<file path="src/key_debounce_event_detector_assert.svh">
// Assertion macros shared by the key debounce event detector modules.
// Needs a clock named clk and an active-low reset named rst_n in scope.
// Define ASSERT_OFF to compile the checks out.
`ifndef KEY_DEBOUNCE_EVENT_DETECTOR_ASSERT_SVH
`define KEY_DEBOUNCE_EVENT_DETECTOR_ASSERT_SVH

`ifndef ASSERT_OFF
// Same-cycle implication, disabled in reset
`define KDED_ASSERT_NOW(lbl, ante, cons, msg) \
    lbl: assert property (@(posedge clk) disable iff (!rst_n) (ante) |-> (cons)) \
        else $error(msg);
// Next-cycle implication, disabled in reset
`define KDED_ASSERT_NEXT(lbl, ante, cons, msg) \
    lbl: assert property (@(posedge clk) disable iff (!rst_n) (ante) |=> (cons)) \
        else $error(msg);
`else
`define KDED_ASSERT_NOW(lbl, ante, cons, msg)
`define KDED_ASSERT_NEXT(lbl, ante, cons, msg)
`endif

`endif

</file>
<file path="src/kded_pkg.sv">
// Shared types and constants of the key debounce event detector.
// No dependencies; imported by kded_lane, kded_emit and the top level.
package kded_pkg;

    localparam int MASK_W = 4;    // key_mask and raw_keys width
    localparam int TIME_W = 32;   // timestamp width
    localparam int ID_W   = 8;    // key_id width
    localparam int CNT_W  = 4;    // debounce counter width
    localparam int LPT_W  = 16;   // long press threshold width
    localparam int CFG_W  = 16;   // config write data width

    localparam logic [ID_W-1:0]  COMBO_ID  = 8'hFF;
    localparam logic [CNT_W-1:0] DEB_RESET = 4'd3;
    localparam logic [LPT_W-1:0] LPT_RESET = 16'd800;

    // Configuration register indexes
    localparam logic REG_DEBOUNCE   = 1'b0;
    localparam logic REG_LONG_PRESS = 1'b1;

    typedef enum logic [1:0] {
        EV_PRESS   = 2'd0,
        EV_RELEASE = 2'd1,
        EV_LONG    = 2'd2,
        EV_COMBO   = 2'd3
    } event_kind_t;

    // Per-key lane findings for the current sample
    typedef struct packed {
        logic fire;        // level change accepted on this sample
        logic level;       // debounced level before this sample
        logic long_held;   // held time at or above threshold
    } lane_stat_t;

endpackage

</file>
<file path="src/key_debounce_event_detector.sv">
// Top level of the key debounce event detector: config registers, key lanes,
// event merge and output serializer. Depends on kded_pkg, kded_lane, kded_emit.
//
// Each input word is one sample of the key levels plus a millisecond timestamp.
// One lane per key debounces its level in the same cycle the word is accepted;
// the merge stage builds that sample's events (press, release, long press per
// key in key order, then a combination event) into an event buffer, and the
// output register sends them one word per cycle unless m_tready stalls it, tlast on
// the sample's final event. A sample has 0 to NUM_KEYS+1 events; the next sample
// is taken in the cycle the buffer's last event moves to the output register, so
// the single output register sets the rate. A sample with no events produces no
// output word.
module key_debounce_event_detector
#(
    parameter int NUM_KEYS = 4
)
(
    input  logic                        clk,
    input  logic                        rst_n,
    input  logic                        s_tvalid,
    output logic                        s_tready,
    input  logic [39:0]                 s_tdata,   // raw_keys[3:0], now_ms[35:4]
    output logic                        m_tvalid,
    input  logic                        m_tready,
    output logic [47:0]                 m_tdata,   // key_id[7:0], event_kind[9:8],
                                                   // key_mask[13:10], event_time[45:14]
    output logic                        m_tlast,
    input  logic                        cfg_we,
    input  logic                        cfg_index,
    input  logic [kded_pkg::CFG_W-1:0]  cfg_wdata
);
    import kded_pkg::*;

    localparam int EXT_W = (NUM_KEYS > MASK_W) ? NUM_KEYS : MASK_W;
    // Wide enough for the key count and for the constant 2
    localparam int POP_W = $clog2(NUM_KEYS + 2);

    logic [CNT_W-1:0]    deb_cnt_reg;
    logic [LPT_W-1:0]    lpt_reg;
    logic [CNT_W-1:0]    need;
    logic [NUM_KEYS-1:0] last_comb_reg;

    logic                accept;
    logic [MASK_W-1:0]   raw_in;
    logic [TIME_W-1:0]   now_in;
    logic [EXT_W-1:0]    raw_ext;
    logic [NUM_KEYS-1:0] raw_k;
    lane_stat_t          stat [NUM_KEYS];

    logic [NUM_KEYS-1:0] old_deb;
    logic [NUM_KEYS-1:0] new_deb;
    logic [NUM_KEYS-1:0] lane_full [NUM_KEYS+1];
    logic [EXT_W-1:0]    lane_ext  [NUM_KEYS+1];
    logic [POP_W-1:0]    pop;
    logic                two_plus;
    logic [NUM_KEYS:0]   ev_vec;
    event_kind_t         ev_kind [NUM_KEYS+1];
    logic [MASK_W-1:0]   ev_mask [NUM_KEYS+1];

    logic [ID_W-1:0]     out_id;
    event_kind_t         out_kind;
    logic [MASK_W-1:0]   out_mask;
    logic [TIME_W-1:0]   out_time;

    // Configuration registers
    always_ff @(posedge clk or negedge rst_n)
    begin
        if (!rst_n)
        begin
            deb_cnt_reg <= DEB_RESET;
            lpt_reg     <= LPT_RESET;
        end
        else if (cfg_we)
        begin
            case (cfg_index)
                REG_DEBOUNCE:   deb_cnt_reg <= cfg_wdata[CNT_W-1:0];
                REG_LONG_PRESS: lpt_reg     <= cfg_wdata[LPT_W-1:0];
                default:        ;
            endcase
        end
    end

    assign need = (deb_cnt_reg == '0) ? CNT_W'(1) : deb_cnt_reg;

    // Input unpacking
    assign accept  = s_tvalid && s_tready;
    assign raw_in  = s_tdata[MASK_W-1:0];
    assign now_in  = s_tdata[MASK_W+TIME_W-1:MASK_W];
    assign raw_ext = EXT_W'(raw_in);
    assign raw_k   = raw_ext[NUM_KEYS-1:0];

    // Key lanes
    for (genvar g = 0; g < NUM_KEYS; g++)
    begin : g_lane
        kded_lane u_lane
        (
            .clk             (clk),
            .rst_n           (rst_n),
            .accept          (accept),
            .raw_bit         (raw_k[g]),
            .now_ms          (now_in),
            .need            (need),
            .long_press_time (lpt_reg),
            .stat            (stat[g])
        );
    end

    // Merge: running mask per event, event kinds, combination check
    always_comb
    begin
        for (int i = 0; i < NUM_KEYS; i++)
        begin
            old_deb[i] = stat[i].level;
            new_deb[i] = stat[i].fire ? raw_k[i] : stat[i].level;
        end

        for (int i = 0; i < NUM_KEYS; i++)
        begin
            for (int j = 0; j < NUM_KEYS; j++)
            begin
                lane_full[i][j] = (j <= i) ? new_deb[j] : old_deb[j];
            end
            ev_vec[i] = stat[i].fire;
            if (stat[i].fire && raw_k[i])
            begin
                ev_kind[i] = EV_PRESS;
            end
            else if (stat[i].long_held)
            begin
                ev_kind[i] = EV_LONG;
            end
            else
            begin
                ev_kind[i] = EV_RELEASE;
            end
        end
        lane_full[NUM_KEYS] = new_deb;
        ev_kind[NUM_KEYS]   = EV_COMBO;

        for (int i = 0; i <= NUM_KEYS; i++)
        begin
            lane_ext[i] = EXT_W'(lane_full[i]);
            ev_mask[i]  = lane_ext[i][MASK_W-1:0];
        end

        pop = '0;
        for (int i = 0; i < NUM_KEYS; i++)
        begin
            pop = pop + POP_W'(new_deb[i]);
        end
        two_plus         = (pop >= POP_W'(2));
        ev_vec[NUM_KEYS] = two_plus && (new_deb != last_comb_reg);
    end

    // Last reported combination
    always_ff @(posedge clk or negedge rst_n)
    begin
        if (!rst_n)
        begin
            last_comb_reg <= '0;
        end
        else if (accept)
        begin
            last_comb_reg <= two_plus ? new_deb : '0;
        end
    end

    // Event buffer and output serializer
    kded_emit #(.NUM_KEYS(NUM_KEYS)) u_emit
    (
        .clk       (clk),
        .rst_n     (rst_n),
        .load      (accept),
        .ev_vec    (ev_vec),
        .ev_kind   (ev_kind),
        .ev_mask   (ev_mask),
        .ev_time   (now_in),
        .ready     (s_tready),
        .out_valid (m_tvalid),
        .out_ready (m_tready),
        .out_id    (out_id),
        .out_kind  (out_kind),
        .out_mask  (out_mask),
        .out_time  (out_time),
        .out_last  (m_tlast)
    );

    assign m_tdata = {2'b00, out_time, out_mask, out_kind, out_id};

endmodule

</file>
<file path="src/kded_lane.sv">
// One key lane: change counter, debounced level and press timestamp.
// Depends on kded_pkg and the assertion macro header.
`include "key_debounce_event_detector_assert.svh"

module kded_lane
(
    input  logic                        clk,
    input  logic                        rst_n,
    input  logic                        accept,
    input  logic                        raw_bit,
    input  logic [kded_pkg::TIME_W-1:0] now_ms,
    input  logic [kded_pkg::CNT_W-1:0]  need,
    input  logic [kded_pkg::LPT_W-1:0]  long_press_time,
    output kded_pkg::lane_stat_t        stat
);
    import kded_pkg::*;

    logic [CNT_W-1:0]  cnt_reg;
    logic [CNT_W-1:0]  cnt_next;
    logic              deb_reg;
    logic [TIME_W-1:0] press_reg;
    logic [TIME_W-1:0] held;
    logic              fire;

    // Count samples that disagree with the debounced level
    always_comb
    begin
        if (raw_bit != deb_reg)
        begin
            cnt_next = (cnt_reg < need) ? cnt_reg + 1'b1 : cnt_reg;
        end
        else
        begin
            cnt_next = '0;
        end
        fire = (cnt_next >= need);
        held = now_ms - press_reg;   // wraps mod 2^32
        stat.fire      = fire;
        stat.level     = deb_reg;
        stat.long_held = (held >= TIME_W'(long_press_time));
    end

    // Lane state update on each accepted sample
    always_ff @(posedge clk or negedge rst_n)
    begin
        if (!rst_n)
        begin
            cnt_reg   <= '0;
            deb_reg   <= 1'b0;
            press_reg <= '0;
        end
        else if (accept)
        begin
            cnt_reg <= fire ? '0 : cnt_next;
            if (fire)
            begin
                deb_reg <= raw_bit;
            end
            if (fire && raw_bit)
            begin
                press_reg <= now_ms;
            end
        end
    end

    `KDED_ASSERT_NEXT(a_fire_clears_cnt, accept && fire, cnt_reg == '0,
        "counter not cleared after accepted change")
    `KDED_ASSERT_NEXT(a_fire_sets_level, accept && fire, deb_reg == $past(raw_bit),
        "debounced level does not follow accepted change")
    `KDED_ASSERT_NEXT(a_press_time, accept && fire && raw_bit, press_reg == $past(now_ms),
        "press time not captured")

endmodule

</file>
<file path="src/kded_emit.sv">
// Event buffer and output word register: drains one sample's events in order.
// Depends on kded_pkg and the assertion macro header.
`include "key_debounce_event_detector_assert.svh"

module kded_emit
#(
    parameter int NUM_KEYS = 4
)
(
    input  logic                        clk,
    input  logic                        rst_n,
    input  logic                        load,
    input  logic [NUM_KEYS:0]           ev_vec,
    input  kded_pkg::event_kind_t       ev_kind [NUM_KEYS+1],
    input  logic [kded_pkg::MASK_W-1:0] ev_mask [NUM_KEYS+1],
    input  logic [kded_pkg::TIME_W-1:0] ev_time,
    output logic                        ready,
    output logic                        out_valid,
    input  logic                        out_ready,
    output logic [kded_pkg::ID_W-1:0]   out_id,
    output kded_pkg::event_kind_t       out_kind,
    output logic [kded_pkg::MASK_W-1:0] out_mask,
    output logic [kded_pkg::TIME_W-1:0] out_time,
    output logic                        out_last
);
    import kded_pkg::*;

    localparam int SEL_W = $clog2(NUM_KEYS + 1);

    logic [NUM_KEYS:0]  pend_reg;
    logic [NUM_KEYS:0]  pend_rest;
    logic [NUM_KEYS:0]  pend_next;
    event_kind_t        kind_reg [NUM_KEYS+1];
    logic [MASK_W-1:0]  mask_reg [NUM_KEYS+1];
    logic [TIME_W-1:0]  time_reg;
    logic [SEL_W-1:0]   sel;
    logic               move;

    logic               out_valid_reg;
    logic [ID_W-1:0]    out_id_reg;
    event_kind_t        out_kind_reg;
    logic [MASK_W-1:0]  out_mask_reg;
    logic [TIME_W-1:0]  out_time_reg;
    logic               out_last_reg;

    // Lowest pending event goes next
    always_comb
    begin
        sel = '0;
        for (int i = NUM_KEYS; i >= 0; i--)
        begin
            if (pend_reg[i])
            begin
                sel = SEL_W'(i);
            end
        end
        pend_rest = pend_reg & (pend_reg - 1'b1);
        move      = (|pend_reg) && (!out_valid_reg || out_ready);
        pend_next = move ? pend_rest : pend_reg;
        ready     = (pend_next == '0);
    end

    // Pending set and buffered event payload
    always_ff @(posedge clk or negedge rst_n)
    begin
        if (!rst_n)
        begin
            pend_reg <= '0;
        end
        else
        begin
            pend_reg <= load ? ev_vec : pend_next;
        end
    end

    always_ff @(posedge clk)
    begin
        if (load)
        begin
            kind_reg <= ev_kind;
            mask_reg <= ev_mask;
            time_reg <= ev_time;
        end
    end

    // Output word register
    always_ff @(posedge clk or negedge rst_n)
    begin
        if (!rst_n)
        begin
            out_valid_reg <= 1'b0;
        end
        else if (move)
        begin
            out_valid_reg <= 1'b1;
        end
        else if (out_ready)
        begin
            out_valid_reg <= 1'b0;
        end
    end

    always_ff @(posedge clk)
    begin
        if (move)
        begin
            out_id_reg   <= (sel == SEL_W'(NUM_KEYS)) ? COMBO_ID : ID_W'(sel);
            out_kind_reg <= kind_reg[sel];
            out_mask_reg <= mask_reg[sel];
            out_time_reg <= time_reg;
            out_last_reg <= (pend_rest == '0);
        end
    end

    assign out_valid = out_valid_reg;
    assign out_id    = out_id_reg;
    assign out_kind  = out_kind_reg;
    assign out_mask  = out_mask_reg;
    assign out_time  = out_time_reg;
    assign out_last  = out_last_reg;

    `KDED_ASSERT_NOW(a_load_when_free, load, ready,
        "sample loaded while events still pending")
    `KDED_ASSERT_NEXT(a_hold_pending, (pend_reg != '0) && !move, $stable(pend_reg),
        "pending events changed without a move")
    `KDED_ASSERT_NEXT(a_move_valid, move, out_valid_reg,
        "event moved but output word not valid")
    `KDED_ASSERT_NEXT(a_last_empties, move && (pend_rest == '0) && !load,
        pend_reg == '0, "last word sent but events remain")

endmodule

</file>
<file path="config.mk">
export PLATFORM = sky130hd
export DESIGN_NAME = key_debounce_event_detector
export DESIGN_NICKNAME = d
export VERILOG_FILES = /design/src/kded_pkg.sv /design/src/key_debounce_event_detector.sv /design/src/kded_lane.sv /design/src/kded_emit.sv
export VERILOG_INCLUDE_DIRS = /design/src /design/src/src
export SDC_FILE = /design/constraint.sdc
export NUM_CORES = 1
export LEC_CHECK = 0
export ABC_AREA = 1
export BUFFER_PORTS_ARGS = -buffer_cell sky130_fd_sc_hd__buf_2
export CAP_MARGIN = 20
export CORE_MARGIN = 2
export CORE_UTILIZATION = 28
export CTS_CLUSTER_DIAMETER = 30
export DETAILED_ROUTE_END_ITERATION = 6
export GPL_ROUTABILITY_DRIVEN = 0
export PLACE_DENSITY = 0.41
export SLEW_MARGIN = 40
export SYNTH_ARGS = -nofsm -noshare
export SYNTH_HDL_FRONTEND = slang
export SYNTH_SLANG_ARGS = --single-unit
</file>
<file path="constraint.sdc">
create_clock -name clk -period 9.6 [get_ports clk]
set_input_delay 0.96 -clock clk [delete_from_list [all_inputs] [get_ports clk]]
set_output_delay 0.96 -clock clk [all_outputs]
set_load 0.1 [all_outputs]
</file>
==> run_results.csv <==
group,metric,value,unit
status,outcome,"completed",
critical_path,master_of_the_slowest_instance_on_the_critical_path,"sky130_fd_sc_hd__fa_1",
detailed_routing,route.final.wire_length,77400,µm
detailed_routing,via_count,20932,
floorplanning,design.core.area,80400,µm²
critical_path,worst_setup_path_end_kind,"flop",
critical_path,critical_path_class,"flop to flop",
detailed_routing,ant_nets,0,
timing,timing.final.hold_violations,0,
detailed_routing,route.detailed.wl_per_inst,16.4,µm
timing,setup_violations,0,
critical_path,worstPathRequired,10.11,ns
cells_and_area,nNetsFinal,3874,
floorplanning,fp-row-count,104,
grt,antenna_found_initial,2,
power_and_ir_drop,seq_power_share,0.197,
timing,finalSetupTns,0,ns
clocking,cts_tree,"yes",
clocking,clk_pin_slew,0.04,ns
critical_path,worst_ep_arrival_time,4.94,ns
timing,max_slew_margin,0.509,
power_and_ir_drop,total_power,9.89,mW
grt,globalRouteTotalUtil,0.188,
floorplanning,die_width,289,µm
floorplanning,dieArea,83400,µm²
power_and_ir_drop,worst_ir_drop_vdd,174,µV
clocking,clockBufferDepth,3,
synthesis,synth_enable_flop_cells,90,
synthesis,synth_cells,3442,
detailed_routing,initialDrtViolationCount,1166,
critical_path,crit_chain,"inv_1 -> a31oi_1 -> o21ai_0 -> nand2_1 -> nand3_1 -> nand2_1 -> o211ai_1 -> inv_1 -> ha_1 -> inv_1 -> nor2_1 -> o21ai_0 -> nand3_1 -> o21ai_0 -> inv_1 -> fa_1 -> o21ai_0 -> nand2_1 -> o21ai_0",
critical_path,worst_setup_path_start_kind,"flop",
critical_path,path_max_fanout,9,
grt,first_pass_grt_wire_length,119000,µm
timing,hold_slack,0.299,ns
cells_and_area,drive_gt1_frac,0.0793,
clocking,clock_latency,0.62,ns
critical_path,startpoint,"deb_cnt_reg[3]",
critical_path,r2r_setup_slack,5.17,ns
clocking,cts_setup_buffers,0,
timing,finalMaxSlewViolations,0,
power_and_ir_drop,pwr_density_cell,368,nW/µm²
synthesis,synth.yosys.seq_area_share,0.315,
timing,post-route-min-period,4.43,ns
detailed_routing,detail_route.first_pass.iterations,5,
detailed_routing,detail_route.vias_per_cell,4.45,
power_and_ir_drop,comb_power_share,0.556,
cells_and_area,fin_area,26900,µm²
critical_path,timing.critical_path.slowest_cell_delay,0.48,ns
clocking,cts_hold_buf,0,
clocking,cts-htree-levels,3,
clocking,postCtsResizedCells,0,
worst_hold_path,hold_crit_class,"input pin to async pin",
grt,globalRoute.totalOverflow,0,
critical_path,crit_top_cell,"sky130_fd_sc_hd__o21ai_0",
detailed_routing,drt_drc_violations_left,0,
synthesis,yosys_register_bits,268,
cells_and_area,areaGrowthSynthToFinish,18.3,%
clocking,clock_sinks,268,
floorplanning,initial_utilization,0.283,
floorplanning,dieHeight,289,µm
cells_and_area,final_core_util,0.334,
synthesis,share_of_async_settable_or_async_resettable_flops_after_synthesis,0.664,
synthesis,post_synth_instance_area,22700,µm²
place,dpl.hpwl,63600,µm
power_and_ir_drop,leakage,14.9,nW
synthesis,ys_types,47,
timing,timing.clock.skew,0.0375,ns
clocking,cts_inserted_buffers,71,
synthesis,synthesis.area_per_instance,6.60,µm²
clocking,cts.root.buffer_cell,"sky130_fd_sc_hd__clkbuf_16",
timing,fin_crit_share,0.462,
grt,first_global_vias,20820,
flow_run,timing.max_cap.violations,0,
cells_and_area,largest_register_ffs,128,
power_and_ir_drop,net_switching,4.91,mW
timing,max_slew.worst_pin.slew,0.736,ns
grt,maximum_number_of_pins_on_one_net_before_global_route_repair,77,
power_and_ir_drop,p_clk_frac,0.248,
floorplanning,num_ports,113,
timing,grt_setup_unrepaired,"no",
place,placed_area,24400,µm²
power_and_ir_drop,sw_frac_of_total,0.496,
critical_path,reg2regPathDepth,19,
synthesis,postSynth.topFlopCell,"sky130_fd_sc_hd__dfrtp_1",
timing,highest_clock_rate,0.226,GHz
critical_path,rr_startpoint,"deb_cnt_reg[3]",
synthesis,count_of_yosys_warnings_during_synthesis,0,
power_and_ir_drop,internal_power,4.98,mW
place,port-buffer-count,106,
[stage by stage]
step	std cells	setup WS [ns]
2_1_floorplan	3443	5.11
3_3_place_gp	4573	4.91
3_5_place_dp	4573	4.89
4_1_cts	4704	5.06
5_1_grt	4705	4.55
6_report	4707	5.17
[critical path, delay by kind of cell (launching register included)]
family,cells,cell delay (ns)
AOI/OAI and AO/OA,7,1.92
buffers and inverters,4,0.62
adders and majority gates,2,0.77
DFF,1,0.37
and+or+nand+nor,6,0.65
[power groups by stage]
stage	Clock (mW)	Combinational (mW)	Sequential, mW
floorplan	0	3.58	2.52
global placement	0	5.55	1.95
detailed placement	0	5.54	1.96
CTS	2.49	5.57	1.95
global route	2.56	6.27	2.00
finish	2.45	5.50	1.95
[cell type report]
type | count | area [µm²]
Fill cell | 8895 | 53500
Multi-Input combinational cell | 2395 | 12500
Sequential cell | 268 | 7160
Inverter | 739 | 2780
Clock buffer | 78 | 1800
Tap cell | 1060 | 1330
Clock inverter | 53 | 694
Timing Repair Buffer | 112 | 608
Antenna cell | 2 | 5.00
[worst paths after layout]
check | to
setup / recovery | last_comb_reg[3]
hold / removal | g_lane[0].u_lane.cnt_reg[3]
setup reg to reg | last_comb_reg[3]
hold reg to reg | u_emit.out_time[5]
max in group asynchronous | g_lane[2].u_lane.press_reg[30]
min in group clk | u_emit.out_time[5]
[logic make-up (layout without fill, tap and decap cells)]
group	Yosys count	in the layout	share of synthesized area
AND/OR/NAND/NOR	1749	1749	0.310
buffers and inverters	780	982	0.135
AO/OA/AOI/OAI	343	343	0.0852
multiplexers	2	2	0.000936
other	1	4	0.000165
adder cells (fa/ha/maj)	225	225	0.126
XOR/XNOR	74	74	0.0285
flip-flops	268	268	0.315
[cells in the mapped netlist, types with 2 or more instances]
cell,instances,area (µm²)
sky130_fd_sc_hd__a211oi_1,5,37.5
sky130_fd_sc_hd__a21o_1,4,30.0
sky130_fd_sc_hd__a21oi_1,121,606
sky130_fd_sc_hd__a31oi_1,2,12.5
sky130_fd_sc_hd__and2_1,7,43.8
sky130_fd_sc_hd__and3_1,2,12.5
sky130_fd_sc_hd__buf_2,6,30.0
sky130_fd_sc_hd__buf_4,7,52.6
sky130_fd_sc_hd__buf_6,11,124
sky130_fd_sc_hd__clkbuf_1,15,56.3
sky130_fd_sc_hd__dfrtp_1,173,4330
sky130_fd_sc_hd__dfstp_2,5,131
sky130_fd_sc_hd__edfxtp_1,90,2700
sky130_fd_sc_hd__fa_1,5,100
sky130_fd_sc_hd__ha_1,220,2750
sky130_fd_sc_hd__inv_1,735,2760
sky130_fd_sc_hd__inv_2,3,11.3
sky130_fd_sc_hd__nand2_1,1218,4570
sky130_fd_sc_hd__nand2_2,11,68.8
sky130_fd_sc_hd__nand2_4,2,22.5
sky130_fd_sc_hd__nand3_1,169,846
sky130_fd_sc_hd__nand3b_1,14,105
sky130_fd_sc_hd__nand4_1,29,181
sky130_fd_sc_hd__nor2_1,262,983
sky130_fd_sc_hd__nor3_1,25,125
sky130_fd_sc_hd__o211ai_1,3,22.5
sky130_fd_sc_hd__o21ai_0,119,596
sky130_fd_sc_hd__o21ai_1,23,115
sky130_fd_sc_hd__o21ai_2,32,280
sky130_fd_sc_hd__o21bai_1,11,82.6
sky130_fd_sc_hd__o221ai_1,2,17.5
sky130_fd_sc_hd__o22ai_1,18,113
sky130_fd_sc_hd__o31ai_1,2,15.0
sky130_fd_sc_hd__or2_2,6,37.5
sky130_fd_sc_hd__xnor2_1,6,52.6
sky130_fd_sc_hd__xor2_1,68,596
[cells in the final DEF (no fill, tap or decap), types with 4 or more instances in the layout]
master	n
sky130_fd_sc_hd__dfrtp_1	173
sky130_fd_sc_hd__o22ai_1	18
sky130_fd_sc_hd__a211oi_1	5
sky130_fd_sc_hd__dfstp_2	5
sky130_fd_sc_hd__nand2_1	1217
sky130_fd_sc_hd__xnor2_1	6
sky130_fd_sc_hd__ha_1	220
sky130_fd_sc_hd__and2_1	7
sky130_fd_sc_hd__buf_2	105
sky130_fd_sc_hd__a21oi_1	121
sky130_fd_sc_hd__xor2_1	68
sky130_fd_sc_hd__o21bai_1	11
sky130_fd_sc_hd__or2_2	6
sky130_fd_sc_hd__clkbuf_16	71
sky130_fd_sc_hd__nor3_1	25
sky130_fd_sc_hd__clkinv_2	11
sky130_fd_sc_hd__o21ai_2	32
sky130_fd_sc_hd__clkbuf_1	7
sky130_fd_sc_hd__nand4_1	29
sky130_fd_sc_hd__nand3b_1	14
sky130_fd_sc_hd__nor2_1	262
sky130_fd_sc_hd__o21ai_1	23
sky130_fd_sc_hd__clkinv_16	4
sky130_fd_sc_hd__o21ai_0	119
sky130_fd_sc_hd__edfxtp_1	90
sky130_fd_sc_hd__nand3_1	169
sky130_fd_sc_hd__buf_4	4
sky130_fd_sc_hd__a21o_1	4
sky130_fd_sc_hd__fa_1	5
sky130_fd_sc_hd__clkinvlp_4	8
sky130_fd_sc_hd__clkinv_1	12
sky130_fd_sc_hd__nand2_2	12
sky130_fd_sc_hd__inv_1	735
sky130_fd_sc_hd__bufinv_16	11
[per-layer routing]
metal / track usage / routed length (µm) / up-vias / part of all wire
li1: - / - / 10961 / -
met1: 0.249 / 37200 / 9530 / 0.48
met2: 0.314 / 35400 / 328 / 0.46
met3: 0.0226 / 2360 / 113 / 0.031
met4: 0.0665 / 2400 / 0 / 0.031
met5: 0 / 0 / - / 0
Note: power is estimated with default switching activity, not from simulation.
